### src/hdl/ftwp_pkg.sv
package ftwp_pkg;

    localparam int NUM_W   = 85;              // widest dividend: 64-bit ticks times 1e6, rounded
    localparam int CNT_W   = 7;               // divider step counter
    localparam int MUL_W   = 20;              // bits of the microsecond scale factor

    localparam logic [MUL_W-1:0] US_PER_SECOND  = 20'd1000000;
    localparam logic [32:0]      FPS_TENTHS_NUM = 33'd10000000;
    localparam logic [31:0]      TENTHS_DIV     = 32'd100;
    localparam logic [32:0]      TENTHS_HALF    = 33'd50;

    localparam logic [31:0] TICK_RATE_RESET  = 32'd1000000;
    localparam logic [31:0] WINDOW_LEN_RESET = 32'd500000;

    localparam logic [CNT_W-1:0] ITERS_CONV  = 7'd85;
    localparam logic [CNT_W-1:0] ITERS_AVG   = 7'd65;
    localparam logic [CNT_W-1:0] ITERS_SCALE = 7'd33;

    localparam logic [0:0] REG_TICK_RATE  = 1'b0;
    localparam logic [0:0] REG_WINDOW_LEN = 1'b1;

    localparam logic [2:0] ACT_FRAME_BEGIN = 3'd0;
    localparam logic [2:0] ACT_DRAW_BEGIN  = 3'd1;
    localparam logic [2:0] ACT_DRAW_END    = 3'd2;
    localparam logic [2:0] ACT_FRAME_END   = 3'd3;
    localparam logic [2:0] ACT_WIN_RESET   = 3'd4;

    typedef struct packed {
        logic             go;
        logic [CNT_W-1:0] iters;
    } div_req_t;

    typedef struct packed {
        logic busy;
        logic done;
    } div_sts_t;

endpackage

### src/hdl/ftwp_div.sv
module ftwp_div import ftwp_pkg::*; (
    input  logic              aclk,
    input  logic              aresetn,
    input  div_req_t          req,
    input  logic [NUM_W-1:0]  num,     // dividend, left-aligned
    input  logic [31:0]       den,
    output div_sts_t          sts,
    output logic [NUM_W-1:0]  quot
);

    logic [NUM_W-1:0] num_reg, num_next;
    logic [NUM_W-1:0] quot_reg, quot_next;
    logic [32:0]      rem_reg, rem_next;
    logic [31:0]      den_reg, den_next;
    logic [CNT_W-1:0] cnt_reg, cnt_next;
    logic             busy_reg, busy_next;
    logic             done_reg, done_next;
    logic [32:0]      rem_try;

    assign rem_try = {rem_reg[31:0], num_reg[NUM_W-1]};

    always_comb begin
        num_next  = num_reg;
        quot_next = quot_reg;
        rem_next  = rem_reg;
        den_next  = den_reg;
        cnt_next  = cnt_reg;
        busy_next = busy_reg;
        done_next = 1'b0;
        if (req.go) begin
            num_next  = num;
            den_next  = den;
            quot_next = '0;
            rem_next  = '0;
            cnt_next  = req.iters;
            busy_next = 1'b1;
        end else if (busy_reg) begin
            // one quotient bit per cycle, restoring
            num_next = {num_reg[NUM_W-2:0], 1'b0};
            if (rem_try >= {1'b0, den_reg}) begin
                rem_next  = rem_try - {1'b0, den_reg};
                quot_next = {quot_reg[NUM_W-2:0], 1'b1};
            end else begin
                rem_next  = rem_try;
                quot_next = {quot_reg[NUM_W-2:0], 1'b0};
            end
            cnt_next = cnt_reg - 1'b1;
            if (cnt_reg == 7'd1) begin
                busy_next = 1'b0;
                done_next = 1'b1;
            end
        end
    end

    always_ff @(posedge aclk) begin
        num_reg  <= num_next;
        quot_reg <= quot_next;
        rem_reg  <= rem_next;
        den_reg  <= den_next;
        cnt_reg  <= cnt_next;
        if (!aresetn) begin
            busy_reg <= 1'b0;
            done_reg <= 1'b0;
        end else begin
            busy_reg <= busy_next;
            done_reg <= done_next;
        end
    end

    assign sts.busy = busy_reg;
    assign sts.done = done_reg;
    assign quot     = quot_reg;

endmodule

### src/hdl/frame_time_window_profiler_top.sv
// Channel   | Direction | Transfer contents
// s_ (in)   | input     | tuser[2:0] action, tdata[63:0] timestamp
// m_ (out)  | output    | tdata: fps_tenths, rest_ms_tenths, draw_ms_tenths
// cfg       | input     | index 0 tick_rate_hz, index 1 window_length_us
//
// A frame end runs two tick-to-microsecond conversions (20 multiply steps
// plus 85 divide steps each); a closing window adds three 65-step and three
// 33-step divisions, all on the one shared bit-serial divider. Reset is
// synchronous and clears all tracking and the window. A result waiting on
// m_tready holds in the output register while the next event is taken; the
// input stalls while a frame end or window close is processed and while a
// result is still pending for the output register.
module frame_time_window_profiler_top import ftwp_pkg::*; (
    input  logic        aclk,
    input  logic        aresetn,
    input  logic        s_tvalid,
    output logic        s_tready,
    input  logic [63:0] s_tdata,    // [63:0] timestamp
    input  logic [2:0]  s_tuser,    // [2:0] action
    output logic        m_tvalid,
    input  logic        m_tready,
    output logic [79:0] m_tdata,    // [23:0] fps_tenths, [49:24] rest_ms_tenths,
                                    // [75:50] draw_ms_tenths, [79:76] zero
    input  logic        cfg_we,
    input  logic [0:0]  cfg_index,
    input  logic [31:0] cfg_wdata
);

    typedef enum logic [6:0] {
        S_IDLE = 7'b0000001,
        S_MUL  = 7'b0000010,
        S_CDIV = 7'b0000100,
        S_ACC  = 7'b0001000,
        S_CHK  = 7'b0010000,
        S_ADIV = 7'b0100000,
        S_SDIV = 7'b1000000
    } state_t;

    state_t      state_reg, state_next;
    logic        emit_reg, emit_next;   // result pending for the output register

    logic [31:0] rate_reg, len_reg;
    logic [63:0] fs_reg, fs_next, ds_reg, ds_next, fdt_reg, fdt_next;
    logic        fo_reg, fo_next, do_reg, do_next;
    logic [63:0] tot_reg, tot_next, rsum_reg, rsum_next, dsum_reg, dsum_next;
    logic [31:0] cnt_reg, cnt_next;

    logic [63:0] dt_reg, dt_next;    // draw ticks
    logic [63:0] rus_reg, rus_next, dus_reg, dus_next;
    logic [63:0] mcand_reg, mcand_next;
    logic [83:0] acc_reg, acc_next, acc_step;
    logic [4:0]  mcnt_reg, mcnt_next;
    logic        csel_reg, csel_next;
    logic [1:0]  sel_reg, sel_next;
    logic [31:0] avg0_reg, avg0_next, avg1_reg, avg1_next, avg2_reg, avg2_next;

    logic [23:0] rf_reg, rf_next;
    logic [25:0] rr_reg, rr_next, rd_reg, rd_next;
    logic        mv_reg, mv_next;
    logic [79:0] md_reg, md_next;

    div_req_t         dreq;
    div_sts_t         dsts;
    logic [NUM_W-1:0] dnum, dquot;
    logic [31:0]      dden;

    logic [63:0] t_in, draw_tot, span_ticks, conv_us, sum_sel;
    logic [64:0] fus_w, tot_w, rs_w, ds_w;
    logic [63:0] whole_us;
    logic [31:0] avg_sat;
    logic [64:0] avg_num;
    logic [32:0] sc_num;
    logic        out_free, s_acc;

    ftwp_div u_div (
        .aclk    (aclk),
        .aresetn (aresetn),
        .req     (dreq),
        .num     (dnum),
        .den     (dden),
        .sts     (dsts),
        .quot    (dquot)
    );

    assign t_in     = s_tdata;
    assign s_tready = (state_reg == S_IDLE) && !emit_reg;
    assign s_acc    = s_tvalid && s_tready;
    assign out_free = !mv_reg || m_tready;

    assign draw_tot    = fdt_reg + (do_reg ? (t_in - ds_reg) : 64'd0);
    assign span_ticks  = t_in - fs_reg;
    assign acc_step    = {acc_reg[82:0], 1'b0}
                         + (US_PER_SECOND[mcnt_reg] ? {20'd0, mcand_reg} : 84'd0);
    assign conv_us     = (|dquot[NUM_W-1:64]) ? {64{1'b1}} : dquot[63:0];
    assign avg_sat     = (|dquot[NUM_W-1:32]) ? {32{1'b1}} : dquot[31:0];

    assign fus_w    = {1'b0, rus_reg} + {1'b0, dus_reg};
    assign whole_us = fus_w[64] ? {64{1'b1}} : fus_w[63:0];
    assign tot_w    = {1'b0, tot_reg} + {1'b0, whole_us};
    assign rs_w     = {1'b0, rsum_reg} + {1'b0, rus_reg};
    assign ds_w     = {1'b0, dsum_reg} + {1'b0, dus_reg};

    always_comb begin
        case (sel_reg)
            2'd0:    sum_sel = tot_reg;
            2'd1:    sum_sel = rsum_reg;
            default: sum_sel = dsum_reg;
        endcase
    end
    assign avg_num = {1'b0, sum_sel} + {34'd0, cnt_reg[31:1]};

    always_comb begin
        state_next = state_reg;
        emit_next  = emit_reg;
        fs_next = fs_reg;  ds_next = ds_reg;  fdt_next = fdt_reg;
        fo_next = fo_reg;  do_next = do_reg;
        tot_next = tot_reg;  rsum_next = rsum_reg;  dsum_next = dsum_reg;
        cnt_next = cnt_reg;
        dt_next = dt_reg;  rus_next = rus_reg;  dus_next = dus_reg;
        mcand_next = mcand_reg;  acc_next = acc_reg;  mcnt_next = mcnt_reg;
        csel_next = csel_reg;  sel_next = sel_reg;
        avg0_next = avg0_reg;  avg1_next = avg1_reg;  avg2_next = avg2_reg;
        rf_next = rf_reg;  rr_next = rr_reg;  rd_next = rd_reg;
        mv_next = mv_reg && !m_tready;
        md_next = md_reg;
        dreq.go    = 1'b0;
        dreq.iters = ITERS_CONV;
        dnum = '0;
        dden = rate_reg;
        sc_num = '0;

        // hand a finished result to the output register once it is free
        if (emit_reg && out_free) begin
            mv_next   = 1'b1;
            md_next   = {4'd0, rd_reg, rr_reg, rf_reg};
            emit_next = 1'b0;
        end

        case (state_reg)
            S_IDLE: begin
                if (s_acc) begin
                    case (s_tuser)
                        ACT_FRAME_BEGIN: begin
                            fs_next = t_in;  ds_next = '0;  fdt_next = '0;
                            fo_next = 1'b1;  do_next = 1'b0;
                        end
                        ACT_DRAW_BEGIN: begin
                            if (!fo_reg) begin
                                fs_next = t_in;  fdt_next = '0;  fo_next = 1'b1;
                            end
                            ds_next = t_in;
                            do_next = 1'b1;
                        end
                        ACT_DRAW_END: begin
                            if (do_reg) begin
                                fdt_next = draw_tot;
                                do_next  = 1'b0;
                            end
                        end
                        ACT_FRAME_END: begin
                            if (fo_reg) begin
                                fdt_next = draw_tot;
                                do_next  = 1'b0;
                                fo_next  = 1'b0;
                                dt_next  = draw_tot;
                                if (rate_reg != 32'd0 &&
                                    (span_ticks > draw_tot || draw_tot != 64'd0)) begin
                                    mcand_next = (span_ticks > draw_tot) ?
                                                 span_ticks - draw_tot : 64'd0;
                                    acc_next   = '0;
                                    mcnt_next  = 5'(MUL_W - 1);
                                    csel_next  = 1'b0;
                                    state_next = S_MUL;
                                end
                            end
                        end
                        ACT_WIN_RESET: begin
                            tot_next = '0;  rsum_next = '0;  dsum_next = '0;  cnt_next = '0;
                            rf_next = '0;  rr_next = '0;  rd_next = '0;
                            emit_next = 1'b1;
                        end
                        default: ;
                    endcase
                end
            end
            S_MUL: begin
                acc_next  = acc_step;
                mcnt_next = mcnt_reg - 1'b1;
                if (mcnt_reg == 5'd0) begin
                    dreq.go    = 1'b1;
                    dreq.iters = ITERS_CONV;
                    dnum       = {1'b0, acc_step} + {53'd0, 1'b0, rate_reg[31:1]};
                    dden       = rate_reg;
                    state_next = S_CDIV;
                end
            end
            S_CDIV: begin
                if (dsts.done) begin
                    if (!csel_reg) begin
                        rus_next   = conv_us;
                        csel_next  = 1'b1;
                        mcand_next = dt_reg;
                        acc_next   = '0;
                        mcnt_next  = 5'(MUL_W - 1);
                        state_next = S_MUL;
                    end else begin
                        dus_next   = conv_us;
                        state_next = S_ACC;
                    end
                end
            end
            S_ACC: begin
                if (whole_us == 64'd0) begin
                    state_next = S_IDLE;
                end else begin
                    tot_next  = tot_w[64] ? {64{1'b1}} : tot_w[63:0];
                    rsum_next = rs_w[64] ? {64{1'b1}} : rs_w[63:0];
                    dsum_next = ds_w[64] ? {64{1'b1}} : ds_w[63:0];
                    if (cnt_reg != {32{1'b1}})
                        cnt_next = cnt_reg + 1'b1;
                    sel_next   = 2'd0;
                    state_next = S_CHK;
                end
            end
            S_CHK: begin
                if (tot_reg < {32'd0, len_reg}) begin
                    state_next = S_IDLE;
                end else begin
                    dreq.go    = 1'b1;
                    dreq.iters = ITERS_AVG;
                    dnum       = {avg_num, 20'd0};
                    dden       = cnt_reg;
                    state_next = S_ADIV;
                end
            end
            S_ADIV: begin
                dden = cnt_reg;
                if (dsts.done) begin
                    case (sel_reg)
                        2'd0:    avg0_next = avg_sat;
                        2'd1:    avg1_next = avg_sat;
                        default: avg2_next = avg_sat;
                    endcase
                    if (sel_reg != 2'd2) begin
                        sel_next   = sel_reg + 1'b1;
                        state_next = S_CHK;
                    end else begin
                        sel_next = 2'd0;
                        if (avg0_reg == 32'd0) begin
                            // zero average frame time: all-zero result
                            rf_next = '0;  rr_next = '0;  rd_next = '0;
                            tot_next = '0;  rsum_next = '0;  dsum_next = '0;
                            cnt_next = '0;
                            emit_next  = 1'b1;
                            state_next = S_IDLE;
                        end else begin
                            dreq.go    = 1'b1;
                            dreq.iters = ITERS_SCALE;
                            sc_num     = FPS_TENTHS_NUM + {2'd0, avg0_reg[31:1]};
                            dnum       = {sc_num, 52'd0};
                            dden       = avg0_reg;
                            state_next = S_SDIV;
                        end
                    end
                end
            end
            S_SDIV: begin
                if (dsts.done) begin
                    case (sel_reg)
                        2'd0:    rf_next = dquot[23:0];
                        2'd1:    rr_next = dquot[25:0];
                        default: rd_next = dquot[25:0];
                    endcase
                    if (sel_reg != 2'd2) begin
                        sel_next   = sel_reg + 1'b1;
                        dreq.go    = 1'b1;
                        dreq.iters = ITERS_SCALE;
                        sc_num     = (sel_reg == 2'd0) ? {1'b0, avg1_reg} + TENTHS_HALF
                                                       : {1'b0, avg2_reg} + TENTHS_HALF;
                        dnum       = {sc_num, 52'd0};
                        dden       = TENTHS_DIV;
                    end else begin
                        tot_next = '0;  rsum_next = '0;  dsum_next = '0;  cnt_next = '0;
                        emit_next  = 1'b1;
                        state_next = S_IDLE;
                    end
                end
            end
            default: state_next = S_IDLE;
        endcase
    end

    always_ff @(posedge aclk) begin
        dt_reg <= dt_next;  rus_reg <= rus_next;  dus_reg <= dus_next;
        mcand_reg <= mcand_next;  acc_reg <= acc_next;  mcnt_reg <= mcnt_next;
        csel_reg <= csel_next;  sel_reg <= sel_next;
        avg0_reg <= avg0_next;  avg1_reg <= avg1_next;  avg2_reg <= avg2_next;
        rf_reg <= rf_next;  rr_reg <= rr_next;  rd_reg <= rd_next;
        md_reg <= md_next;
        if (!aresetn) begin
            state_reg <= S_IDLE;
            emit_reg  <= 1'b0;
            mv_reg    <= 1'b0;
            rate_reg  <= TICK_RATE_RESET;
            len_reg   <= WINDOW_LEN_RESET;
            fs_reg <= '0;  ds_reg <= '0;  fdt_reg <= '0;
            fo_reg <= 1'b0;  do_reg <= 1'b0;
            tot_reg <= '0;  rsum_reg <= '0;  dsum_reg <= '0;  cnt_reg <= '0;
        end else begin
            state_reg <= state_next;
            emit_reg  <= emit_next;
            mv_reg    <= mv_next;
            if (cfg_we && cfg_index == REG_TICK_RATE)  rate_reg <= cfg_wdata;
            if (cfg_we && cfg_index == REG_WINDOW_LEN) len_reg  <= cfg_wdata;
            fs_reg <= fs_next;  ds_reg <= ds_next;  fdt_reg <= fdt_next;
            fo_reg <= fo_next;  do_reg <= do_next;
            tot_reg <= tot_next;  rsum_reg <= rsum_next;  dsum_reg <= dsum_next;
            cnt_reg <= cnt_next;
        end
    end

    assign m_tvalid = mv_reg;
    assign m_tdata  = md_reg;

    a_done_in_div_state: assert property (@(posedge aclk) disable iff (!aresetn)
        dsts.done |-> (state_reg == S_CDIV || state_reg == S_ADIV || state_reg == S_SDIV))
        else $error("divider finished outside a division step");

    a_empty_window: assert property (@(posedge aclk) disable iff (!aresetn)
        (cnt_reg == 32'd0) |-> (tot_reg == 64'd0))
        else $error("window total without counted frames");

    a_draw_in_frame: assert property (@(posedge aclk) disable iff (!aresetn)
        !fo_reg |-> !do_reg)
        else $error("draw open outside a frame");

    a_no_lost_result: assert property (@(posedge aclk) disable iff (!aresetn)
        (emit_reg && mv_reg && !m_tready) |=> emit_reg)
        else $error("pending result dropped");

endmodule

### config.mk
export PLATFORM = sky130hd
export DESIGN_NAME = frame_time_window_profiler_top
export DESIGN_NICKNAME = d
export VERILOG_FILES = /design/src/hdl/ftwp_pkg.sv /design/src/hdl/ftwp_div.sv /design/src/hdl/frame_time_window_profiler_top.sv
export SDC_FILE = /design/constraint.sdc
export NUM_CORES = 2
export LEC_CHECK = 0
export BUFFER_PORTS_ARGS = -buffer_cell sky130_fd_sc_hd__buf_2
export CAP_MARGIN = 10
export CELL_PAD_IN_SITES_DETAIL_PLACEMENT = 1
export CELL_PAD_IN_SITES_GLOBAL_PLACEMENT = 2
export CORE_ASPECT_RATIO = 1.2
export CORE_MARGIN = 2
export CORE_UTILIZATION = 30
export CTS_BUF_LIST = sky130_fd_sc_hd__clkbuf_2
export DETAILED_ROUTE_END_ITERATION = 16
export PLACE_DENSITY = 0.73
export SYNTH_ARGS = -nofsm -noshare
export SYNTH_HDL_FRONTEND = slang
export SYNTH_SLANG_ARGS = --single-unit
### constraint.sdc
create_clock -name aclk -period 12.1 [get_ports aclk]
set_input_delay 3.025 -clock aclk [delete_from_list [all_inputs] [get_ports aclk]]
set_output_delay 3.025 -clock aclk [all_outputs]
set_load 0.05 [all_outputs]
==> results.yml <==
global_route:
  grt_busiest_layer: "met2"
  antenna_found_initial: 18
  gr-total-overflow: 0
  first_global_vias: 89400
  grt_use_met1_pct: 27.0
  grt_usage_pct: 23.0
  grt_first_pass_wirelength_um: 562000
  use_met3_pct: 3.04
  grt_util_met2_pct: 40.8
  grt_max_degree: 143
setup_path:
  slowest_delay_ns: 0.64
  worstPathArrival_ns: 12.40
  critPathRequiredTime_ns: 13.51
  cp-start-kind: "input pin"
  crit_type: "input pin to flip-flop"
  critPathSlowestCell: "a221oi_1"
  crit_path_end_kind: "flip-flop"
  cp_max_fo: 32
  crit_top_cell: "buf_4"
cells_and_area:
  seq_area_um2: 33800
  synthToLayoutAreaGrowth_pct: 12.1
  multi_input_area_um2: 56100
  nFillCells: 36700
  fin_util_pct: 33.8
  final_nets: 12100
  drive_above_1_share_pct: 12.2
synthesis:
  synth-compound-area-share_pct: 23.5
  synth.distinct_cells: 108
  synth-seq-cells: 1330
  netlist_area_um2: 93500
  yosys_warnings: 0
  synth_xor_area_share_pct: 6.50
  synth_top_family_by_area: "compound AO/OA/AOI/OAI gates"
  synth_mux_area_share_pct: 1.64
  yosys.area_share.adder_pct: 9.72
  ys_async_sr_fraction_pct: 0
  avgSynthCellArea_um2: 8.68
  yosysSeqAreaShare_pct: 36.2
  yosys.area_share.simple_pct: 18.3
  synth-edff-count: 719
  synthCells: 10800
  synthFlopType: "edfxtp_1"
clock_tree:
  cts_buffer_depth: 4
  clk_latency_ns: 1.99
  h-tree-depth: 5
  cts_buffers: 376
  cts_sinks: 1330
  cts-root-buf: "clkbuf_2"
  cts_resized: 0
  clk_pin_slew_worst_paths_ns: 0.10
  post-cts-setup-buffer-count: 0
  hold_buffers: 0
  cts_tree: "built"
floorplan:
  die_w_um: 514
  ioPinCount: 187
  rows: 224
  dieArea_um2: 316000
  start_util_pct: 30.1
  die-height_um: 616
  core_region_area_um2: 310000
timing:
  fmax_mhz: 91.0
  fin_setup_tns_ns: 0
  finalSetupViolations: 0
  clock_skew_ns: 0.351
  rsz0062_at_grt: "no"
  drv_slew: 1
  fin_crit_sh_pct: 90.8
  hold_viol_final: 0
  period_minus_slack_ns: 10.99
  relSlewSlack_pct: -2.08
  worstMarginPinSlew_ns: 1.53
power:
  p_leak_nw: 44.5
  total_power_mw: 10.1
  p_per_area_nw_per_um2: 96.5
  ir_worst_vdd_mv: 0.0625
place:
  hpwl_um: 297000
  io_buffers: 182
  place_congestion: 0.936
run_status:
  status: "finished, violations left"
  violations: "max-slew violations"
detailed_routing:
  antenna_left: 0
  wl_per_cell_um: 24.1
  drtPass1Iterations: 9
  vias: 85700
  drc: 0
  wl_um: 378000
  drtIter0Drc: 4934
  routed_via_density: 5.47
min_path:
  hp-class: "flip-flop to flip-flop"
run:
  cap_violations: 0
## per-layer routing
layer  vias to the layer above  part of all wire (%)
met5                         -                 0.056
met4                        12                   5.4
met3                       700                   4.3
met2                      1983                    49
met1                     42300                    41
li1                      40700                     -
## final timing paths
check / end / depth (start not counted) / slack (ns) / from
setup reg to reg: tot_reg[1] / 29 / 2.14 / dus_reg[0]
setup / recovery: mcand_reg[8] / 44 / 1.11 / s_tdata[0]
hold / removal: m_tdata[50] / 0 / 0.35 / rd_reg[0]
hold reg to reg: m_tdata[50] / 0 / 0.35 / rd_reg[0]
## synth_stat cells, types with 40 or more instances
cell | number | area (um2)
a21oi_1 | 1153 | 5770
nand2_1 | 1083 | 4070
nor2_1 | 781 | 2930
edfxtp_1 | 719 | 21600
ha_1 | 707 | 8850
dfxtp_1 | 611 | 12200
a21o_1 | 568 | 4260
inv_1 | 509 | 1910
o21ai_0 | 503 | 2520
clkbuf_1 | 395 | 1480
xnor2_1 | 365 | 3200
xor2_1 | 327 | 2860
nand3_1 | 268 | 1340
and2_1 | 217 | 1360
nor3_1 | 183 | 916
nand2b_1 | 181 | 1130
nand4_1 | 160 | 1000
mux2i_1 | 136 | 1360
a22oi_1 | 121 | 908
o21bai_1 | 118 | 886
and3_1 | 107 | 669
o21a_1 | 103 | 773
nor2b_1 | 99 | 619
nor4_1 | 97 | 607
o31ai_1 | 88 | 661
a31oi_1 | 86 | 538
or3_1 | 71 | 444
a211oi_1 | 68 | 510
or2_2 | 67 | 419
o211ai_1 | 65 | 488
a22o_1 | 56 | 490
or4_1 | 43 | 323
a222oi_1 | 40 | 400
## stage by stage
step	setup WS, ns	cell area, um2	cells	hold WS (ns)
finish	1.11	105000	15700	0.349
global route	0.650	105000	15700	0.364
CTS	1.38	105000	15700	0.337
detailed placement	-0.541	101000	15000	0.406
global placement	-0.504	101000	15000	0.403
floorplan	0.0187	93600	10800	0.400
## layout by cell type, fill, tap and decap left out, types with 32 or more instances in the layout
master / n
o31ai_1: 87
a211oi_1: 66
buf_2: 182
buf_4: 409
a31oi_1: 86
clkinv_1: 101
or2_2: 67
a22oi_1: 121
nor2b_1: 97
or4_1: 43
a21boi_0: 32
xor2_1: 327
o21a_1: 102
o211ai_1: 65
nor3_1: 176
clkbuf_2: 533
a222oi_1: 40
or3_1: 70
a22o_1: 56
edfxtp_1: 719
a21o_1: 568
nand4_1: 160
and3_1: 104
nand2_1: 1081
nor2_1: 775
o21ai_0: 501
nor4_1: 94
nand3_1: 268
dfxtp_1: 610
o21bai_1: 117
ha_1: 705
and2_1: 217
clkinv_2: 32
mux2i_1: 136
xnor2_1: 365
inv_1: 505
nand2b_1: 180
a21oi_1: 1150
## area by class of cell
| type | count | share of cell area (%) |
|---|---|---|
| Multi-Input combinational cell | 8460 | 53.5 |
| Clock inverter | 159 | 0.909 |
| Tap cell | 4068 | 4.85 |
| Antenna cell | 15 | 0.0358 |
| Timing Repair Buffer | 602 | 4.02 |
| Clock buffer | 533 | 2.54 |
| Sequential cell | 1330 | 32.3 |
| Inverter | 511 | 1.85 |
## critical path, delay by kind of cell
family	cells	cell delay, ns
buffers and inverters	10	1.41
xor gates and xnor gates	2	0.37
AOI/OAI and AO/OA	18	4.57
adders and majority gates	4	1.21
and+or+nand+nor	10	1.80
## power by group
part           internal, mW  switching, mW  total [mW]
Combinational         0.626           1.00        1.63
Sequential             4.80         0.0424        4.84
Clock                  1.41           2.24        3.65
## cells by family (layout without fill, tap and decap cells)
| group | Yosys count | count (layout) |
|---|---|---|
| AO/OA/AOI/OAI | 3392 | 3392 |
| buffers and inverters | 989 | 1805 |
| flip-flops | 1330 | 1330 |
| multiplexers | 151 | 151 |
| AND/OR/NAND/NOR | 3501 | 3501 |
| adder cells (fa/ha/maj) | 719 | 719 |
| other | 1 | 19 |
| XOR/XNOR | 693 | 693 |
Note: power is estimated with default switching activity, not from simulation.
